--- src/rtl/sfe_pkg.sv ---
`timescale 1ns / 1ps
// ----------------------------------------------------------------------------
// sfe_pkg: shared types and constants of the sensor frame encoder
// Queue item layout, back-end status, register indexes and the CRC-32 byte
// update.
// ----------------------------------------------------------------------------
package sfe_pkg;

	localparam int QUEUE_DEPTH = 2;

	localparam logic [31:0] CRC_POLY     = 32'hEDB88320;
	localparam logic [31:0] CRC_INIT     = 32'hFFFFFFFF;
	localparam logic [15:0] LENGTH_RESET = 16'd236;

	// configuration register indexes
	localparam logic [1:0] REG_MAGIC   = 2'd0;
	localparam logic [1:0] REG_VERSION = 2'd1;
	localparam logic [1:0] REG_LENGTH  = 2'd2;

	typedef struct packed {
		logic [31:0] word;
		logic        last;   // final payload word of the frame
		logic        start;  // first payload word: header goes first
	} item_t;

	typedef struct packed {
		logic dispatch;  // back end takes a new item from the queue head
		logic cnt_zero;  // byte count is at its frame-start value
	} back_stat_t;

	// reflected CRC-32, one byte
	function automatic logic [31:0] crc_byte(input logic [31:0] crc,
			input logic [7:0] data);
		logic [31:0] c;
		c = crc ^ {24'd0, data};
		for (int b = 0; b < 8; b++) begin
			c = (c >> 1) ^ (CRC_POLY & {32{c[0]}});
		end
		return c;
	endfunction

endpackage

--- src/rtl/sensor_frame_encoder_crc32.sv ---
`timescale 1ns / 1ps
// ----------------------------------------------------------------------------
// sensor_frame_encoder_crc32: telemetry framer with CRC-32 trailer
// Turns 32-bit payload words into a big-endian byte stream with header and
// reflected CRC-32 trailer.
// ----------------------------------------------------------------------------
// Usage
//   in channel  : in_valid/in_ready, payload_word, ends_frame. One item is one
//                 payload word; ends_frame marks the last word of a frame.
//   out channel : out_valid/out_ready, out_byte, frame_done, status. One item
//                 per byte. The first word of a frame is preceded by 8 header
//                 bytes (magic, version, frame length, big-endian). The last
//                 word is followed by 4 CRC bytes, or by one item with
//                 status=1, out_byte=0 when the byte count is off.
//   cfg channel : cfg_valid/cfg_ready (always ready), cfg_index, cfg_data.
//                 Index 0 magic, 1 version, 2 frame length; index 3 ignored.
//                 Write only while the encoder is idle.
// Timing
//   out_valid for the first byte of an accepted item rises once the item has
//   passed through the queue and the output register. Each word gives 4 output
//   bytes, 12 for the first word of a frame, plus 4 (CRC) or 1 (error) at
//   its end. The byte-wide output register paces the output; a 2-entry queue
//   lets the input keep accepting while the byte sequencer works.
// Reset clears the frame state: the next word opens a new frame. A stalled
// receiver holds the current byte; the queue then fills and in_ready drops.
// ----------------------------------------------------------------------------
module sensor_frame_encoder_crc32 #(
	parameter int QUEUE_DEPTH = sfe_pkg::QUEUE_DEPTH
) (
	input  logic        clk,
	input  logic        arst_n,
	input  logic        in_valid,
	output logic        in_ready,
	input  logic [31:0] payload_word,
	input  logic        ends_frame,
	output logic        out_valid,
	input  logic        out_ready,
	output logic [7:0]  out_byte,
	output logic        frame_done,
	output logic        status,
	input  logic        cfg_valid,
	output logic        cfg_ready,
	input  logic [1:0]  cfg_index,
	input  logic [31:0] cfg_data
);

	// configuration registers
	logic [31:0] magic_q;
	logic [15:0] version_q;
	logic [15:0] length_q;

	// front to queue
	logic           push;
	sfe_pkg::item_t push_item;
	logic           q_full;

	// queue to back
	logic           head_valid;
	sfe_pkg::item_t head_item;
	logic           pop;

	sfe_pkg::back_stat_t stat;

	assign cfg_ready = 1'b1;

	always_ff @(posedge clk or negedge arst_n) begin
		if (!arst_n) begin
			magic_q   <= 32'd0;
			version_q <= 16'd0;
			length_q  <= sfe_pkg::LENGTH_RESET;
		end else if (cfg_valid && cfg_ready) begin
			unique case (cfg_index)
				sfe_pkg::REG_MAGIC:   magic_q   <= cfg_data;
				sfe_pkg::REG_VERSION: version_q <= cfg_data[15:0];
				sfe_pkg::REG_LENGTH:  length_q  <= cfg_data[15:0];
				default: ;  // unmapped index, write dropped
			endcase
		end
	end

	// front: accept and mark frame starts
	sfe_front u_front (
		.clk          (clk),
		.arst_n       (arst_n),
		.in_valid     (in_valid),
		.in_ready     (in_ready),
		.payload_word (payload_word),
		.ends_frame   (ends_frame),
		.q_full       (q_full),
		.push         (push),
		.push_item    (push_item)
	);

	sfe_queue #(
		.DEPTH (QUEUE_DEPTH)
	) u_queue (
		.clk        (clk),
		.arst_n     (arst_n),
		.push       (push),
		.push_item  (push_item),
		.pop        (pop),
		.head_valid (head_valid),
		.head_item  (head_item),
		.full       (q_full)
	);

	// back: byte sequencing, CRC and length check
	sfe_back u_back (
		.clk            (clk),
		.arst_n         (arst_n),
		.frame_magic    (magic_q),
		.format_version (version_q),
		.frame_length   (length_q),
		.head_valid     (head_valid),
		.head_item      (head_item),
		.pop            (pop),
		.out_valid      (out_valid),
		.out_ready      (out_ready),
		.out_byte       (out_byte),
		.frame_done     (frame_done),
		.status         (status),
		.stat           (stat)
	);

	// an error item always closes the frame with a zero byte
	a_err_item: assert property (@(posedge clk) disable iff (!arst_n)
		out_valid && status |-> frame_done && (out_byte == 8'd0))
		else $error("error item without frame_done or with nonzero byte");

	// front and back agree on frame boundaries
	a_frame_sync: assert property (@(posedge clk) disable iff (!arst_n)
		stat.dispatch |-> (head_item.start == stat.cnt_zero))
		else $error("frame start marking disagrees with byte count");

	// a pop only ever comes from a non-empty queue
	a_pop_valid: assert property (@(posedge clk) disable iff (!arst_n)
		pop |-> head_valid)
		else $error("queue popped while empty");

endmodule

--- src/rtl/sfe_front.sv ---
`timescale 1ns / 1ps
// ----------------------------------------------------------------------------
// sfe_front: input stage
// Accepts payload items and marks the ones that open a new frame.
// ----------------------------------------------------------------------------
module sfe_front (
	input  logic                 clk,
	input  logic                 arst_n,
	input  logic                 in_valid,
	output logic                 in_ready,
	input  logic [31:0]          payload_word,
	input  logic                 ends_frame,
	input  logic                 q_full,
	output logic                 push,
	output sfe_pkg::item_t       push_item
);

	logic inside_q;

	assign in_ready = !q_full;
	assign push     = in_valid && in_ready;

	always_comb begin
		push_item.word  = payload_word;
		push_item.last  = ends_frame;
		push_item.start = !inside_q;
	end

	always_ff @(posedge clk or negedge arst_n) begin
		if (!arst_n) begin
			inside_q <= 1'b0;
		end else if (push) begin
			inside_q <= !ends_frame;
		end
	end

endmodule

--- src/rtl/sfe_queue.sv ---
`timescale 1ns / 1ps
// ----------------------------------------------------------------------------
// sfe_queue: item queue between front and back
// Small register FIFO; head is shown combinationally.
// ----------------------------------------------------------------------------
module sfe_queue #(
	parameter int DEPTH = sfe_pkg::QUEUE_DEPTH
) (
	input  logic           clk,
	input  logic           arst_n,
	input  logic           push,
	input  sfe_pkg::item_t push_item,
	input  logic           pop,
	output logic           head_valid,
	output sfe_pkg::item_t head_item,
	output logic           full
);

	localparam int PW = (DEPTH > 1) ? $clog2(DEPTH) : 1;
	localparam int CW = $clog2(DEPTH + 1);
	localparam logic [PW-1:0] LAST_PTR = PW'(DEPTH - 1);
	localparam logic [CW-1:0] FULL_CNT = CW'(DEPTH);

	sfe_pkg::item_t  mem_q [DEPTH];
	logic [PW-1:0]   wr_ptr_q;
	logic [PW-1:0]   rd_ptr_q;
	logic [CW-1:0]   count_q;

	assign head_valid = (count_q != '0);
	assign full       = (count_q == FULL_CNT);
	assign head_item  = mem_q[rd_ptr_q];

	always_ff @(posedge clk) begin
		if (push) begin
			mem_q[wr_ptr_q] <= push_item;
		end
	end

	always_ff @(posedge clk or negedge arst_n) begin
		if (!arst_n) begin
			wr_ptr_q <= '0;
			rd_ptr_q <= '0;
			count_q  <= '0;
		end else begin
			if (push) begin
				wr_ptr_q <= (wr_ptr_q == LAST_PTR) ? '0 : wr_ptr_q + 1'b1;
			end
			if (pop) begin
				rd_ptr_q <= (rd_ptr_q == LAST_PTR) ? '0 : rd_ptr_q + 1'b1;
			end
			if (push && !pop) begin
				count_q <= count_q + 1'b1;
			end else if (pop && !push) begin
				count_q <= count_q - 1'b1;
			end
		end
	end

endmodule

--- src/rtl/sfe_back.sv ---
`timescale 1ns / 1ps
// ----------------------------------------------------------------------------
// sfe_back: byte sequencer
// Emits header, payload, CRC or error bytes into the output register and
// keeps the running CRC and byte count.
// ----------------------------------------------------------------------------
module sfe_back (
	input  logic                clk,
	input  logic                arst_n,
	input  logic [31:0]         frame_magic,
	input  logic [15:0]         format_version,
	input  logic [15:0]         frame_length,
	input  logic                head_valid,
	input  sfe_pkg::item_t      head_item,
	output logic                pop,
	output logic                out_valid,
	input  logic                out_ready,
	output logic [7:0]          out_byte,
	output logic                frame_done,
	output logic                status,
	output sfe_pkg::back_stat_t stat
);

	localparam logic [2:0] PH_IDLE = 3'd0;
	localparam logic [2:0] PH_HDR  = 3'd1;
	localparam logic [2:0] PH_WORD = 3'd2;
	localparam logic [2:0] PH_CRC  = 3'd3;
	localparam logic [2:0] PH_ERR  = 3'd4;

	logic [2:0]  phase_q, phase_d;
	logic [2:0]  idx_q, idx_d;
	logic [31:0] crc_q;
	logic [15:0] cnt_q;
	logic        out_valid_q;
	logic [7:0]  out_byte_q;
	logic        out_done_q;
	logic        out_status_q;

	logic        go, emit, fire, feed, pop_c, frame_end, match;
	logic [7:0]  byte_c;
	logic        done_c, st_c;
	logic [63:0] hdr, hdr_sh;
	logic [31:0] word_sh, crc_sh;

	assign go   = !out_valid_q || out_ready;
	assign fire = go && emit;
	assign pop  = go && pop_c;

	assign hdr     = {frame_magic, format_version, frame_length};
	assign hdr_sh  = hdr << {idx_q, 3'b000};
	assign word_sh = head_item.word << {idx_q[1:0], 3'b000};
	assign crc_sh  = (~crc_q) << {idx_q[1:0], 3'b000};
	// count before the last payload byte, plus that byte and the CRC
	assign match   = ({1'b0, cnt_q} + 17'd5) == {1'b0, frame_length};

	always_comb begin
		emit      = 1'b0;
		feed      = 1'b0;
		pop_c     = 1'b0;
		frame_end = 1'b0;
		byte_c    = 8'd0;
		done_c    = 1'b0;
		st_c      = 1'b0;
		phase_d   = phase_q;
		idx_d     = idx_q;
		unique case (phase_q)
			PH_IDLE: begin
				if (head_valid) begin
					emit  = 1'b1;
					feed  = 1'b1;
					idx_d = 3'd1;
					if (head_item.start) begin
						byte_c  = hdr[63:56];
						phase_d = PH_HDR;
					end else begin
						byte_c  = head_item.word[31:24];
						phase_d = PH_WORD;
					end
				end
			end
			PH_HDR: begin
				emit   = 1'b1;
				feed   = 1'b1;
				byte_c = hdr_sh[63:56];
				if (idx_q == 3'd7) begin
					idx_d   = 3'd0;
					phase_d = PH_WORD;
				end else begin
					idx_d = idx_q + 3'd1;
				end
			end
			PH_WORD: begin
				emit   = 1'b1;
				feed   = 1'b1;
				byte_c = word_sh[31:24];
				if (idx_q[1:0] == 2'd3) begin
					pop_c = 1'b1;
					idx_d = 3'd0;
					if (!head_item.last) begin
						phase_d = PH_IDLE;
					end else if (match) begin
						phase_d = PH_CRC;
					end else begin
						phase_d = PH_ERR;
					end
				end else begin
					idx_d = idx_q + 3'd1;
				end
			end
			PH_CRC: begin
				emit   = 1'b1;
				byte_c = crc_sh[31:24];
				if (idx_q[1:0] == 2'd3) begin
					done_c    = 1'b1;
					frame_end = 1'b1;
					idx_d     = 3'd0;
					phase_d   = PH_IDLE;
				end else begin
					idx_d = idx_q + 3'd1;
				end
			end
			PH_ERR: begin
				emit      = 1'b1;
				done_c    = 1'b1;
				st_c      = 1'b1;
				frame_end = 1'b1;
				idx_d     = 3'd0;
				phase_d   = PH_IDLE;
			end
			default: begin
				phase_d = PH_IDLE;
				idx_d   = 3'd0;
			end
		endcase
	end

	always_ff @(posedge clk or negedge arst_n) begin
		if (!arst_n) begin
			phase_q     <= PH_IDLE;
			idx_q       <= 3'd0;
			crc_q       <= sfe_pkg::CRC_INIT;
			cnt_q       <= 16'd0;
			out_valid_q <= 1'b0;
		end else begin
			if (fire) begin
				phase_q     <= phase_d;
				idx_q       <= idx_d;
				out_valid_q <= 1'b1;
				if (frame_end) begin
					crc_q <= sfe_pkg::CRC_INIT;
					cnt_q <= 16'd0;
				end else if (feed) begin
					crc_q <= sfe_pkg::crc_byte(crc_q, byte_c);
					if (cnt_q != 16'hFFFF) begin
						cnt_q <= cnt_q + 16'd1;
					end
				end
			end else if (out_ready) begin
				out_valid_q <= 1'b0;
			end
		end
	end

	always_ff @(posedge clk) begin
		if (fire) begin
			out_byte_q   <= byte_c;
			out_done_q   <= done_c;
			out_status_q <= st_c;
		end
	end

	assign out_valid  = out_valid_q;
	assign out_byte   = out_byte_q;
	assign frame_done = out_done_q;
	assign status     = out_status_q;

	assign stat.dispatch = fire && (phase_q == PH_IDLE);
	assign stat.cnt_zero = (cnt_q == 16'd0);

endmodule

--- config.mk ---
export PLATFORM = sky130hd
export DESIGN_NAME = sensor_frame_encoder_crc32
export DESIGN_NICKNAME = d
export VERILOG_FILES = /design/src/rtl/sfe_pkg.sv /design/src/rtl/sensor_frame_encoder_crc32.sv /design/src/rtl/sfe_front.sv /design/src/rtl/sfe_queue.sv /design/src/rtl/sfe_back.sv
export SDC_FILE = /design/constraint.sdc
export NUM_CORES = 1
export LEC_CHECK = 0
export BUFFER_PORTS_ARGS = -buffer_cell sky130_fd_sc_hd__clkbuf_2
export CAP_MARGIN = 20
export CORE_UTILIZATION = 25
export DETAILED_ROUTE_END_ITERATION = 10
export MAX_ROUTING_LAYER = met4
export PLACE_DENSITY_LB_ADDON = 0.3
export SYNTH_ARGS = -nofsm -noshare
export SYNTH_HDL_FRONTEND = slang
export SYNTH_SLANG_ARGS = --single-unit
--- constraint.sdc ---
create_clock -name clk -period 3.8 [get_ports clk]
set_input_delay 0.38 -clock clk [delete_from_list [all_inputs] [get_ports clk]]
set_output_delay 0.38 -clock clk [all_outputs]
set_load 0.01 [all_outputs]
==> summary.log <==
INFO  run_status     status=finished clean
INFO  timing         rsz_0062_raised_after_global_routing=false
INFO  worst_setup_path worst-path-max-fanout=24
INFO  floorplanning  std_cell_rows=75
INFO  global_route   grt_max_degree=70
INFO  detailed_routing via_count=6817
INFO  detailed_routing antenna_left=0
INFO  synthesis      netlist_instances=814
INFO  worst_setup_path worstPathRequired=4260ps
INFO  finish         finish.net_count=985
INFO  finish         register_area=5490um^2
INFO  clock_network  cts-hold-fix-buffers=1
INFO  floorplanning  ios=85
INFO  finish         drive_above_1_share=0.326
INFO  finish         layout.filler_cells=4233
INFO  detailed_routing drt-wirelength-per-cell=20.2um
INFO  worst_setup_path endpoint=u_back.crc_q[25]
INFO  global_route   grt_use_total=0.142
INFO  timing         setup-tns-final=0ps
INFO  placement      final_hpwl_dp=21800um
INFO  timing         finalSetupViolations=0
INFO  floorplanning  die_width=208um
INFO  finish         non_filler_cell_area_final=12500um^2
INFO  synthesis      synth_seq_cells=202
INFO  timing         skew=9.73ps
INFO  clock_network  numCtsBuffers=24
INFO  synthesis      register_area_share_after_synthesis=0.518
INFO  clock_network  cts_max_path_bufs=3
INFO  clock_network  cts.repair.resized=0
INFO  worst_setup_path critPathCaptureType=register
INFO  timing         final_critical_path_share_of_the_clock_period=0.914
INFO  timing         timing_worst_slew_pin_value=1040ps
INFO  synthesis      asyncSetResetFlopFracSynth=0.614
INFO  global_route   antenna_violations_before_repair=0
INFO  clock_network  cts_htree_levels=1
INFO  worst_setup_path rr_endpoint=u_back.crc_q[25]
INFO  worst_hold_path worst_hold_startpoint=payload_word[18]
INFO  clock_network  clk_transition_reported_paths=60ps
INFO  worst_setup_path crit_type=register to register
INFO  detailed_routing viasPerCell=4.65
INFO  timing         slew_violations=0
INFO  timing         finalHoldViolCount=0
INFO  finish         finish.utilization=0.297
INFO  worst_setup_path cp_data_arrival_time=3930ps
INFO  timing         fin_crit=3470ps
INFO  worst_setup_path worst-r2r-setup-slack=330ps
INFO  finish         flow.area_growth_from_synthesis=17.5%
INFO  floorplanning  initial_util=0.253
INFO  worst_setup_path setup.worst_path.start_class=register
INFO  finish         antenna_cells=0
INFO  clock_network  post_cts.repair.setup_buffers=0
INFO  timing         max_slew_margin=0.305
INFO  placement      post-place-cells=1420
INFO  clock_network  worstSkewPairLatency=530ps
INFO  floorplanning  die-area=43300um^2
INFO  worst_setup_path crit_path_start=u_queue.rd_ptr_q
INFO  detailed_routing dr.pass1.iters=5
INFO  global_route   overflow=0
INFO  synthesis      synth_nets=891
INFO  clock_network  root_buffer=sky130_fd_sc_hd__clkbuf_16
INFO  clock_network  clock_tree_from_tritoncts=built
INFO  detailed_routing first_iter_violations=470
INFO  worst_hold_path hold_class=primary input to register
INFO  global_route   grt_pass1_vias=7101
INFO  run            max_cap_viols=0
INFO  timing         max_freq=0.288GHz
INFO  clock_network  cts.sinks=202
INFO  detailed_routing totalWireLength=29600um
INFO  synthesis      post_synth.cell_area_avg=13.0um^2
INFO  global_route   grt_first_pass_wirelength=45200um
INFO  detailed_routing drc=0
INFO  synthesis      synth_ff_type=sky130_fd_sc_hd__dfrtp_1
INFO  placement      placed_cell_area=11700um^2
INFO  synthesis      post_synth_instance_area=10600um^2
INFO  worst_setup_path worst_reg_to_reg_path_cell_count=9
INFO  synthesis      synth_edf_count=78
INFO  floorplanning  core_area=41900um^2
INFO  synthesis      yosysUniqueCellTypes=66
INFO  finish         multi_input_gate_area=4820um^2
INFO  finish         finish.cell_count_without_fillers=1465
INFO  placement      io_buffers=83
INFO  worst_setup_path rr_startpoint=u_queue.rd_ptr_q
INFO  synthesis      yosys_warnings=0
INFO  floorplanning  die_y=208um
INFO  placement      gp_congestion=0.832
[layout by cell type, fill, tap and decap left out, drive strengths merged, types with 3 or more instances in the layout]
cell type	count
and4	3
nand2	28
edfxtp	78
a31oi	3
and2	4
clkbuf	114
o221a	3
nand2b	4
inv	13
or4	3
a22oi	8
o22a	4
and3	4
nand4	8
mux2i	74
a21oi	45
clkinvlp	4
o21ai	15
nor2	65
nand3	6
o211ai	3
nor3	9
dfstp	37
a211oi	20
nor2b	12
nor4	5
xor2	23
clkinv	8
xnor3	17
a22o	5
a221oi	5
mux4	11
dfrtp	87
buf	32
ha	5
mux2	70
xnor2	64
nand3b	4
[per-stage QoR]
step	setup slack, ps	hold WS, ps
final	328	37.3
after global routing	154	16.7
after CTS	314	11.6
after detailed placement	322	493
after global placement	373	469
after floorplan	675	84.4
[state kept, by name (all words and copies together), names as in the netlist, 3 cells and up]
register / flops
length_q: 16
version_q: 16
u_back.cnt_q: 16
u_back.out_byte: 8
u_back.phase_q: 3
u_queue.mem_q: 68
u_back.idx_q: 3
u_back.crc_q: 32
magic_q: 32
[kinds of logic after synthesis]
logic type,Yosys count,synth area share
AO/OA/AOI/OAI,125,0.0811
XOR/XNOR,104,0.122
adder cells (fa/ha/maj),5,0.00590
buffers and inverters,60,0.0303
flip-flops,202,0.518
multiplexers,155,0.168
other,1,0.000353
AND/OR/NAND/NOR,162,0.0750
[worst min-delay path by stage]
stage | end | slack, ps | cells after the start
6_report | u_queue.mem_q[1][20] | 40 | 1
5_1_grt | u_queue.mem_q[0][10] | 20 | 1
4_1_cts | u_queue.mem_q[0][10] | 10 | 1
3_5_place_dp | version_q[8] | 490 | 1
3_3_place_gp | u_front.inside_q | 470 | 2
2_1_floorplan | length_q[0] | 80 | 0
[synthesized netlist by cell type (5+ instances only)]
library cell | number | area, um^2
sky130_fd_sc_hd__a211oi_1 | 16 | 120
sky130_fd_sc_hd__a21oi_1 | 45 | 225
sky130_fd_sc_hd__a22o_1 | 5 | 43.8
sky130_fd_sc_hd__a22oi_1 | 8 | 60.1
sky130_fd_sc_hd__buf_2 | 5 | 25.0
sky130_fd_sc_hd__buf_4 | 5 | 37.5
sky130_fd_sc_hd__buf_6 | 5 | 56.3
sky130_fd_sc_hd__clkbuf_1 | 27 | 101
sky130_fd_sc_hd__dfrtp_1 | 87 | 2180
sky130_fd_sc_hd__dfstp_2 | 37 | 972
sky130_fd_sc_hd__edfxtp_1 | 78 | 2340
sky130_fd_sc_hd__ha_1 | 5 | 62.6
sky130_fd_sc_hd__inv_1 | 12 | 45.0
sky130_fd_sc_hd__mux2_2 | 69 | 777
sky130_fd_sc_hd__mux2i_1 | 74 | 741
sky130_fd_sc_hd__mux4_2 | 11 | 248
sky130_fd_sc_hd__nand2_1 | 28 | 105
sky130_fd_sc_hd__nand3_1 | 6 | 30.0
sky130_fd_sc_hd__nand4_1 | 8 | 50.1
sky130_fd_sc_hd__nor2_1 | 64 | 240
sky130_fd_sc_hd__nor2b_1 | 12 | 75.1
sky130_fd_sc_hd__nor3_1 | 9 | 45.0
sky130_fd_sc_hd__nor4_1 | 5 | 31.3
sky130_fd_sc_hd__o21ai_0 | 14 | 70.1
sky130_fd_sc_hd__xnor2_1 | 57 | 499
sky130_fd_sc_hd__xnor3_1 | 17 | 383
sky130_fd_sc_hd__xor2_1 | 19 | 166
[per-layer routing]
layer  wire [um]  vias up  track usage  share of wire
li1            -     3166            -              -
met2       13400      187        0.218           0.45
met4         670        0       0.0358          0.023
met1       14000     3421        0.194           0.47
met5           0        -            -              0
met3        1480       43       0.0261          0.050
[worst max-delay path, stage by stage (launching register included)]
cell                       delay (ps)
sky130_fd_sc_hd__dfrtp_2          800
sky130_fd_sc_hd__buf_12           220
sky130_fd_sc_hd__mux2_2           360
sky130_fd_sc_hd__o21ai_0          170
sky130_fd_sc_hd__a221oi_1         120
sky130_fd_sc_hd__a311o_2          400
sky130_fd_sc_hd__xor2_4           310
sky130_fd_sc_hd__xnor3_1          460
sky130_fd_sc_hd__xnor3_1          390
sky130_fd_sc_hd__a21oi_1          160
[cell type report]
type,count,share of cell area
inverters,13,0.00392
clock buffers,32,0.0539
repair buffers,115,0.0550
well taps,539,0.0541
multi-input cells,552,0.387
clock inverters,12,0.00542
flip-flops and latches,202,0.441
Power is not shown: default switching activity piles up to over one toggle a cycle in this logic, so the estimate is an artifact.
